**src/hdl/let_pkg.sv**
```systemverilog
// Shared constants and control types for the label equivalence table.
`timescale 1ns / 1ps

package let_pkg;

  localparam int MAX_LABELS = 1024;
  localparam int LABEL_W    = $clog2(MAX_LABELS);
  localparam int CNT_W      = $clog2(MAX_LABELS + 1);
  localparam int CHAIN_W    = CNT_W;

  localparam logic [CHAIN_W-1:0] CHAIN_END = CHAIN_W'(MAX_LABELS);

  localparam logic [1:0] OP_NEW_FRAME = 2'd0;
  localparam logic [1:0] OP_ALLOCATE  = 2'd1;
  localparam logic [1:0] OP_MERGE     = 2'd2;
  localparam logic [1:0] OP_LOOKUP    = 2'd3;

  localparam logic [1:0] ST_OK    = 2'd0;
  localparam logic [1:0] ST_FULL  = 2'd1;
  localparam logic [1:0] ST_RANGE = 2'd2;

  typedef struct packed {
    logic accept;   // take the input item
    logic resolve;  // representatives are read, decide the merge
    logic walk;     // re-point one chain member
    logic splice;   // link the absorbed chain to the kept tail
    logic emit;     // move the result into the output register
  } let_cmd_t;

  typedef struct packed {
    logic need_read;   // input item needs the representative store
    logic start_walk;  // merge of two different roots
    logic walk_done;   // end of the absorbed chain reached
    logic out_busy;    // output register holds an item not taken this cycle
  } let_sts_t;

endpackage

```
**src/hdl/let_ctrl.sv**
```systemverilog
// Sequencing state machine for the label equivalence table.
`timescale 1ns / 1ps

module let_ctrl (
  input  logic              clk_i,
  input  logic              rst_ni,
  input  logic              in_valid_i,
  output logic              in_ready_o,
  input  let_pkg::let_sts_t sts_i,
  output let_pkg::let_cmd_t cmd_o
);
  import let_pkg::*;

  localparam logic [2:0] S_IDLE   = 3'd0;
  localparam logic [2:0] S_READ   = 3'd1;
  localparam logic [2:0] S_WALK   = 3'd2;
  localparam logic [2:0] S_SPLICE = 3'd3;
  localparam logic [2:0] S_DONE   = 3'd4;

  logic [2:0] state_q, state_d;

  assign in_ready_o = (state_q == S_IDLE);

  always_comb begin
    state_d = state_q;
    cmd_o   = '0;
    case (state_q)
      S_IDLE: begin
        if (in_valid_i) begin
          cmd_o.accept = 1'b1;
          state_d      = sts_i.need_read ? S_READ : S_DONE;
        end
      end
      S_READ: begin
        cmd_o.resolve = 1'b1;
        state_d       = sts_i.start_walk ? S_WALK : S_DONE;
      end
      S_WALK: begin
        cmd_o.walk = 1'b1;
        if (sts_i.walk_done) begin
          state_d = S_SPLICE;
        end
      end
      S_SPLICE: begin
        cmd_o.splice = 1'b1;
        state_d      = S_DONE;
      end
      S_DONE: begin
        if (!sts_i.out_busy) begin
          cmd_o.emit = 1'b1;
          state_d    = S_IDLE;
        end
      end
      default: begin
        state_d = S_IDLE;
      end
    endcase
  end

  always_ff @(posedge clk_i or negedge rst_ni) begin
    if (!rst_ni) begin
      state_q <= S_IDLE;
    end else begin
      state_q <= state_d;
    end
  end

endmodule

```
**config.mk**
```make
export PLATFORM = sky130hd
export DESIGN_NAME = let_ctrl
export DESIGN_NICKNAME = d
export VERILOG_FILES = /design/src/hdl/let_pkg.sv /design/src/hdl/let_ctrl.sv
export SDC_FILE = /design/constraint.sdc
export NUM_CORES = 1
export LEC_CHECK = 0
export ABC_AREA = 1
export BUFFER_PORTS_ARGS = -buffer_cell sky130_fd_sc_hd__buf_2
export CAP_MARGIN = 30
export CORE_AREA = 5 5 42 44
export DETAILED_ROUTE_END_ITERATION = 10
export DIE_AREA = 0 0 47 49
export PLACE_DENSITY = 0.4
export SYNTH_ARGS = -nofsm -noshare
export SYNTH_HDL_FRONTEND = slang
export SYNTH_SLANG_ARGS = --single-unit
```
**constraint.sdc**
```tcl
create_clock -name clk_i -period 1.1 [get_ports clk_i]
set_clock_uncertainty 0.05 [all_clocks]
set_input_delay 0.22 -clock clk_i [delete_from_list [all_inputs] [get_ports clk_i]]
set_output_delay 0.22 -clock clk_i [all_outputs]
set_load 0.02 [all_outputs]
```
==> reports/summary.txt, run 1 <==
largest net degree at the start of global routing - 7
Hold Slack - 0.216 ns
via count - 286
CTS root buffer - clkbuf_4
biggest regs - state_q (3)
total length of routed wires - 592 um
top-count cell post-synth - inv_1
drt drc - 0
initial cell density of the core - 16.2%
status - finished with violations
Syn Area/Cell - 6.33 um2
Int Pwr - 0.739 mW
CTS tree - yes
Final #Nets - 68
depth of the CTS H-tree - 1
GRT met2 Usage - 8.37%
Crit-path slowest cell - dfrtp_2
top cells by area, synth - dfrtp_1 33%, inv_1 16%, nand2_1 12%, nand3_1 6.6%, nor2_1 6.6%
Setup Total Neg Slack - -1.38 ns
full die area - 0.00230 mm2
global-route wire length before repair - 1030 um
HPWL Detailed - 485 um
dpl ws - -0.0799 ns
n_diodes - 0
Switch Pwr - 0.591 mW
met1 usage in global routing - 7.93%
WL per Instance - 7.79 um
Worst EP arrival - 1.07 ns
Setup-failing EPs final - 8
cell taking the most area after synthesis - dfrtp_1
number of distinct library cells after synthesis - 12
Post-Synth Adder-Cell Area - 0%
vias in the first global route - 290
gr ovfl total - 0
RePlAce Congestion - 0.647
fmax - 0.745 GHz
post-synth top area share - 33.0%
mux cell area share after synthesis - 0%
initial detailed-routing violation count - 0
Crit Path Max Fanout - 3
layout cell share with drive strength beyond 1 - 65.0%
Most used DFF post-synth - dfrtp_1
Die Wd - 47 um
Max Root-Sink Buffers - 2
RSZ-0062 raised after global routing - yes
violations in the final reports - negative setup slack
Pins Over Slew Limit - 0
Post-synth EDFFs - 0
clk_lat worst skew - 0.23 ns
fraction of registers with async set/reset - 100%
core area - 0.00140 mm2
critical path launch point type - flop
register area share after synthesis - 33.0%
Synth top cells by count - 10 x inv_1, 7 x nand2_1, 4 x nor2_1
CP Class - reg -> out
Tightest Pin Transition - 0.227 ns
IO Port Bufs - 12
met3 Use GR - 2.21%
clk sinks - 3
GRT Overall Usage - 6.20%
register with the most flip-flops - state_q
Slew HR - 84.8%
initial antenna violation count - 0
Mapped Nets - 43
Avg Vias per Cell - 3.76
worst min path class - in -> reg
Post-Synthesis Cells - 36
crit-path leading delay family - flip-flops
Pwr Density - 2920 mW/mm2
Final Hold Viols - 0
Layout area overhead - 100%
Synth Area in Compound Gates - 8.24%
clk slew on worst S/H paths - 0.04 ns
fin util - 32.5%
switch share - 44.4%
CP endpoint kind - output port
Comb pwr share - 69.4%
global routing's busiest layer - met2
XOR/XNOR share of the synthesized area - 0%
die span in y - 49 um
Max Cap Viol - 0
yosys warns - 0
Tmin final - 1.34 ns
IO Pins - 13
CP bufs+invs - 1
Pre-Repair DR Iteration Count - 1
Clk network pwr share - 14.2%
Cell Rows - 14
P_leak - 0.257 nW
WP data required - 0.83 ns
final worst slack - -0.243 ns
FF+latch count, synth - 3
post-route ant nets - 0
Largest register FFs - 3
period utilization - 122%
VDD IR-drop max - 0.000937 V
Cell Area, Synth - 228 um2
simple-gate portion of the synthesized area - 39.0%
crit-path cells - nor2_4 -> nand2_2 -> nor2_2 -> buf_4
main combinational cell family by area after synthesis - simple AND/OR/NAND/NOR gates
sequential power share - 16.4%
CP max stage delay - 0.43 ns
total CTS buffers - 3
## cell usage in the layout, fill, tap and decap left out
cell type      instances
nor2_4                 3
dfrtp_1                2
dfrtp_2                1
dlygate4sd3_1          1
clkbuf_4               3
nand2_2                2
o21ai_2                1
clkbuf_1               1
buf_2                  6
nand3_2                1
inv_1                  6
inv_2                  6
nand3_1                3
buf_4                  9
o21ai_1                2
buf_6                  4
nor2_2                 2
nor3_2                 1
nor2_1                 1
nand2_1                5
## kinds of logic after synthesis
family | Yosys count
DFF | 3
buffers and inverters | 12
AOI/OAI and AO/OA | 3
and+or+nand+nor | 18
## metal layers
metal / vias to the layer above / part of all wire (%) / wire, um
met5: - / 0 / 0
met4: 0 / 0 / 0
met3: 0 / 5.7 / 34
met2: 8 / 50 / 297
met1: 125 / 44 / 261
li1: 153 / - / -
## area by class of cell
| cell class | instances | area, um2 |
|---|---|---|
| fill | 169 | 946 |
| timing repair buffer | 20 | 153 |
| multi-input combinational | 21 | 135 |
| sequential | 3 | 76.3 |
| inverter | 12 | 45.0 |
| clock buffer | 4 | 26.3 |
| tap | 16 | 20.0 |
## power by group through the flow
stage	Clock, mW	Combinational [mW]	Sequential (mW)
floorplan	0	0.434	0.210
global placement	0	0.709	0.209
detailed placement	0	0.709	0.208
CTS	0.197	0.906	0.218
global route	0.210	0.999	0.220
finish	0.189	0.923	0.217
## through the flow
step                cell area (um2)  total power, mW  std cells
finish                          455             1.33         76
global route                    455             1.43         76
CTS                             444             1.32         76
detailed placement              353            0.917         69
global placement                353            0.918         69
floorplan                       235            0.644         36
## path summary, 6_finish.rpt
kind / slack, ns / cells past startpoint / endpoint / startpoint
setup / recovery: -0.24 / 4 / cmd_o[4] / state_q[2]
min in group asynchronous: 0.27 / 2 / state_q[2] / rst_ni
setup reg to reg: -0.07 / 7 / state_q[2] / state_q[2]
hold / removal: 0.22 / 3 / state_q[1] / sts_i[2]
hold reg to reg: 0.59 / 3 / state_q[1] / state_q[0]
max in group asynchronous: 0.62 / 2 / state_q[2] / rst_ni
## what timing repair did
action,CTS,global route
buffers inserted,2,1
endpoints found under the hold margin,3,0
hold buffers,1,0
cloned,0,0
gates resized for setup,16,4
pin swaps,3,3
endpoints found under the setup margin,7,8
## worst reg2reg max path, stage by stage, from the launching register on
cell and delay, ns:
dfrtp_2 0.41, nor2_4 0.06, buf_4 0.14, buf_4 0.13
nand3_1 0.05, nand2_1 0.06, o21ai_2 0.14, inv_2 0.04
(Power assumes the default switching activity.)
==> inputs of run 2 (changes only) <==
--- a/config.mk
+++ b/config.mk
@@ -12,6 +12,8 @@
 export DETAILED_ROUTE_END_ITERATION = 10
 export DIE_AREA = 0 0 47 49
 export PLACE_DENSITY = 0.4
+export SETUP_SLACK_MARGIN = 0.02
 export SYNTH_ARGS = -nofsm -noshare
 export SYNTH_HDL_FRONTEND = slang
 export SYNTH_SLANG_ARGS = --single-unit
+export TNS_END_PERCENT = 5
==> reports/summary.txt, run 2 (synthesis results as in run 1) <==
Final #Nets - 68 (unchanged)
Max Cap Viol - 0 (unchanged)
core area - 0.00140 mm2 (unchanged)
Switch Pwr - 0.582 mW (-1.4%)
RSZ-0062 raised after global routing - yes
biggest regs - state_q (3)
Layout area overhead - 98.9%
clk sinks - 3 (unchanged)
total length of routed wires - 599 um (+1.2%)
total CTS buffers - 3 (unchanged)
dpl ws - -0.0799 ns (unchanged)
Setup-failing EPs final - 8 (unchanged)
WL per Instance - 7.88 um (+1.2%)
crit-path leading delay family - flip-flops
die span in y - 49 um (unchanged)
CTS tree - yes
status - finished with violations
Crit Path Max Fanout - 3 (unchanged)
initial cell density of the core - 16.2% (unchanged)
Comb pwr share - 69.4% (about the same)
CTS root buffer - clkbuf_4
Pre-Repair DR Iteration Count - 2 (+1)
most frequent cells in the layout - 9 x buf_4, 7 x inv_1, 6 x nand2_1, 6 x buf_2, 5 x inv_2
global-route wire length before repair - 1010 um (-2.0%)
Setup Total Neg Slack - -1.66 ns (-0.285 ns)
GRT Overall Usage - 6.13% (-0.070 points)
n_diodes - 0 (unchanged)
gr ovfl total - 0 (unchanged)
CP max stage delay - 0.43 ns (about the same)
clk_lat worst skew - 0.23 ns (about the same)
Pins Over Slew Limit - 0 (unchanged)
CP bufs+invs - 1 (unchanged)
initial antenna violation count - 0 (unchanged)
Tightest Pin Transition - 0.225 ns (-0.00191 ns)
layout cell share with drive strength beyond 1 - 61.7% (-3.3 points)
crit-path cells - nor2_4 -> nand2_2 -> nor2_2 -> buf_4
Largest register FFs - 3 (unchanged)
vias in the first global route - 283 (-2.4%)
Die Wd - 47 um (unchanged)
Max Root-Sink Buffers - 2 (unchanged)
post-route ant nets - 0 (unchanged)
Int Pwr - 0.744 mW (+0.67%)
VDD IR-drop max - 0.000841 V (-10%)
register with the most flip-flops - state_q
fmax - 0.739 GHz (-0.71%)
switch share - 43.9% (-0.52 points)
Cell Rows - 14 (unchanged)
most common cell after layout, fill and taps aside - buf_4
largest net degree at the start of global routing - 8 (+1)
full die area - 0.00230 mm2 (unchanged)
P_leak - 0.258 nW (+0.38%)
via count - 285 (-0.35%)
CP endpoint kind - output port
WP data required - 0.83 ns (about the same)
Pwr Density - 2930 mW/mm2 (+0.29%)
Worst EP arrival - 1.08 ns (about the same)
clk slew on worst S/H paths - 0.04 ns (about the same)
HPWL Detailed - 485 um (unchanged)
Slew HR - 84.9% (+0.13 points)
IO Pins - 13 (unchanged)
violations in the final reports - negative setup slack
critical path launch point type - flop
initial detailed-routing violation count - 1 (+1)
total power - 1.33 mW (-0.26%)
depth of the CTS H-tree - 1 (unchanged)
final worst slack - -0.253 ns (-0.00965 ns)
Clk network pwr share - 14.3% (about the same)
period utilization - 123% (+0.88 points)
sequential power share - 16.3% (about the same)
RePlAce Congestion - 0.647 (unchanged)
Avg Vias per Cell - 3.75 (-0.35%)
IO Port Bufs - 12 (unchanged)
drt drc - 0 (unchanged)
CP Class - reg -> out
Tmin final - 1.35 ns (+0.00965 ns)
worst min path class - in -> reg
Crit-path slowest cell - dfrtp_2
Final Hold Viols - 0 (unchanged)
-- run 2: worst min-delay path, cell delays in order --
cell	delay (ns)
buf_2	0.09
nand2_1	0.07
o21ai_1	0.07
-- run 2: per-stage QoR --
stage / cells / area, um2 / utilization [%] / hold slack, ns
after floorplan: 36 / 235 / - / -0.126
after global placement: 69 / 353 / 25.2 / -0.0339
after detailed placement: 69 / 353 / 25.2 / -0.0329
after CTS: 75 / 427 / 30.4 / 0.213
after global routing: 76 / 453 / 32.3 / 0.224
final: 76 / 453 / 32.3 / 0.216
-- run 2: worst paths after layout --
path | startpoint | endpoint | slack [ns] | cells after the start
max in group asynchronous | rst_ni | state_q[2] | 0.62 | 2
worst min register to register | state_q[0] | state_q[1] | 0.58 | 3
min in group asynchronous | rst_ni | state_q[1] | 0.27 | 2
worst min-delay path | sts_i[2] | state_q[1] | 0.22 | 3
worst max register to register | state_q[2] | state_q[2] | -0.17 | 8
worst max-delay path | state_q[2] | cmd_o[4] | -0.25 | 4
-- run 2: layout make-up --
| type | count | area [um2] |
|---|---|---|
| clock buffers | 4 | 26.3 |
| fillers | 168 | 948 |
| inverters | 12 | 45.0 |
| multi-input cells | 21 | 133 |
| flip-flops and latches | 3 | 76.3 |
| well taps | 16 | 20.0 |
| repair buffers | 20 | 153 |
-- run 2: what timing repair did --
item                                    4_1_cts  5_1_grt
endpoints found under the hold margin         3        0
hold buffers                                  1        0
endpoints found under the setup margin        7        8
pin swaps                                     3        4
gates resized for setup                      11        7
buffers inserted                              1        1
-- run 2: routing by layer --
| metal | part of all wire, % | global-route usage (%) |
|---|---|---|
| met1 | 45 | 8.15 |
| met2 | 49 | 7.92 |
| met3 | 5.7 | 2.21 |
| met4 | 0 | 4.15 |
| met5 | 0 | 0 |
-- run 2: power groups by stage --
stage / sequential [mW] / clock, mW / combinational, mW
after global placement: 0.209 / 0 / 0.709
final: 0.217 / 0.189 / 0.920
after CTS: 0.218 / 0.197 / 0.839
after floorplan: 0.210 / 0 / 0.434
after detailed placement: 0.208 / 0 / 0.709
after global routing: 0.220 / 0.210 / 0.995
==> inputs of run 3 (changes only) <==
--- a/config.mk
+++ b/config.mk
@@ -9,6 +9,7 @@
 export BUFFER_PORTS_ARGS = -buffer_cell sky130_fd_sc_hd__buf_2
 export CAP_MARGIN = 30
 export CORE_AREA = 5 5 42 44
+export CTS_BUF_LIST = sky130_fd_sc_hd__clkbuf_8
 export DETAILED_ROUTE_END_ITERATION = 10
 export DIE_AREA = 0 0 47 49
 export PLACE_DENSITY = 0.4
==> reports/summary.txt, run 3 (synthesis results as in run 1) <==
Hold Startpoint - sts_i[2]
P_leak - 0.270 nW (+4.6%)
initial antenna violation count - 0 (unchanged)
IO Pins - 13 (unchanged)
Setup-failing EPs final - 8 (unchanged)
most frequent cells in the layout - 9 x buf_4, 8 x inv_1, 6 x nand2_1, 6 x buf_2, 5 x inv_2
vias in the first global route - 293 (+3.5%)
Area after DPL - 353 um2 (unchanged)
Crit Path Max Fanout - 3 (unchanged)
layout cell share with drive strength beyond 1 - 61.7% (unchanged)
most common cell after layout, fill and taps aside - buf_4
period utilization - 121% (-1.6 points)
Tightest Pin Transition - 0.225 ns (+0.000000119 ns)
depth of the CTS H-tree - 1 (unchanged)
total length of routed wires - 613 um (+2.3%)
core area - 0.00140 mm2 (unchanged)
post-route ant nets - 0 (unchanged)
register area - 76.3 um2 (unchanged)
crit-path leading delay family - flip-flops
VDD IR-drop max - 0.000842 V (about the same)
clk slew on worst S/H paths - 0.03 ns (about the same)
Switch Pwr - 0.595 mW (+2.1%)
full die area - 0.00230 mm2 (unchanged)
biggest regs - state_q (3)
global-route wire length before repair - 1060 um (+4.8%)
RSZ-0062 raised after global routing - yes
crit-path cells - nor2_4 -> nand2_2 -> nor2_2 -> buf_4
dpl cells - 69 (unchanged)
Max Cap Viol - 0 (unchanged)
Pins Over Slew Limit - 0 (unchanged)
fin util - 33.7% (+1.3 points)
CTS tree - yes
WP data required - 0.83 ns (about the same)
Comb pwr share - 63.9% (-5.5 points)
CP bufs+invs - 1 (unchanged)
Cell Rows - 14 (unchanged)
CP max stage delay - 0.43 ns (about the same)
final worst slack - -0.235 ns (+0.0175 ns)
CP Class - reg -> out
critical path launch point type - flop
Pre-Repair DR Iteration Count - 2 (unchanged)
Int Pwr - 0.845 mW (+14%)
worst min path class - in -> reg
Worst R2R End - state_q[2]
violations in the final reports - negative setup slack
clk sinks - 3 (unchanged)
Clk network pwr share - 21.0% (+6.7 points)
final cell count without fillers - 76 (unchanged)
area of the multi-input gates - 133 um2 (unchanged)
IO Port Bufs - 12 (unchanged)
clk_lat worst skew - 0.21 ns (-0.02 ns)
switch share - 41.3% (-2.6 points)
die span in y - 49 um (unchanged)
Pwr Density - 3050 mW/mm2 (+4.3%)
gr ovfl total - 0 (unchanged)
Max Root-Sink Buffers - 2 (unchanged)
n_diodes - 0 (unchanged)
Final Hold Viols - 0 (unchanged)
Hold Path Cell Cnt - 3 (unchanged)
sequential power share - 15.1% (-1.2 points)
HPWL Detailed - 485 um (unchanged)
worst r2r src - state_q[2]
worst-case reg-to-reg path depth - 8 (unchanged)
status - finished with violations
initial detailed-routing violation count - 1 (unchanged)
WL per Instance - 8.07 um (+2.3%)
Fill cells - 168 (unchanged)
total power - 1.44 mW (+8.6%)
drt drc - 0 (unchanged)
Avg Vias per Cell - 3.71 (-1.1%)
GRT Overall Usage - 6.55% (+0.42 points)
fmax - 0.749 GHz (+1.3%)
total CTS buffers - 3 (unchanged)
RePlAce Congestion - 0.647 (unchanged)
Crit-path slowest cell - dfrtp_2
Slew HR - 84.9% (about the same)
Hold EP - state_q[1]
register with the most flip-flops - state_q
Layout area overhead - 107%
Tmin final - 1.34 ns (-0.0175 ns)
initial cell density of the core - 16.2% (unchanged)
Setup Total Neg Slack - -1.56 ns (+0.104 ns)
CTS root buffer - clkbuf_8
r2r setup slk - -0.17 ns (about the same)
largest net degree at the start of global routing - 8 (unchanged)
Worst EP arrival - 1.07 ns (about the same)
post-route cell area - 472 um2 (+4.1%)
via count - 282 (-1.1%)
Largest register FFs - 3 (unchanged)
Die Wd - 47 um (unchanged)
CP endpoint kind - output port
Final #Nets - 68 (unchanged)
==> run 3: cell count changes in the layout (fill, tap and decap cells not counted), sizes merged <==
| cell | before | now |
|---|---|---|
| clkbuf | 4 | 3 |
| inv | 12 | 13 |
==> run 3: worst max-delay path by stage <==
| stage | startpoint | endpoint | depth (start not counted) |
|---|---|---|---|
| finish | state_q[2] | cmd_o[4] | 4 |
| global route | state_q[2] | cmd_o[4] | 4 |
| CTS | state_q[0] | cmd_o[1] | 5 |
| detailed placement | state_q[2] | cmd_o[4] | 4 |
| global placement | state_q[2] | cmd_o[4] | 4 |
| floorplan | state_q[2] | cmd_o[4] | 3 |
==> run 3: per-layer routing <==
metal | track usage [%] | part of all wire [%] | wire length, um | vias to the layer above
met5 | 0 | 0 | 0 | -
met4 | 5.53 | 0 | 0 | 0
met3 | 2.21 | 5.5 | 34 | 0
met2 | 8.60 | 50 | 306 | 8
met1 | 8.15 | 44 | 272 | 123
li1 | - | - | - | 151
==> run 3: stage by stage <==
| step | hold slack, ns | setup slack (ns) |
|---|---|---|
| 3_3_place_gp | -0.0339 | -0.0894 |
| 4_1_cts | 0.234 | -0.264 |
| 2_1_floorplan | -0.126 | -0.0202 |
| 6_report | 0.235 | -0.235 |
| 5_1_grt | 0.249 | -0.295 |
| 3_5_place_dp | -0.0329 | -0.0799 |
==> run 3: tightest hold or removal path, stage by stage <==
cell and delay (ns):
buf_2 0.09, nand2_1 0.07, o21ai_1 0.07
==> run 3: power by group through the flow <==
stage          Clock (mW)  Sequential (mW)  Combinational (mW)
2_1_floorplan           0            0.210               0.434
3_3_place_gp            0            0.209               0.709
3_5_place_dp            0            0.208               0.709
4_1_cts             0.311            0.218               0.839
5_1_grt             0.325            0.220               0.995
6_report            0.303            0.217               0.920
==> run 3: area by class of cell <==
cell class / instances / area share (%)
well taps: 16 / 4.24
repair buffers: 20 / 32.4
clock inverters: 1 / 0.796
multi-input cells: 21 / 28.1
clock buffers: 3 / 8.75
inverters: 12 / 9.55
flip-flops and latches: 3 / 16.2
==> run 3: repair_timing <==
item                       4_1_cts  5_1_grt
hold buffers                     1        0
hold endpoints to repair         3        0
setup buffers                    1        1
setup endpoints to repair        7        8
pin swaps                        3        4
gates resized for setup         11        7
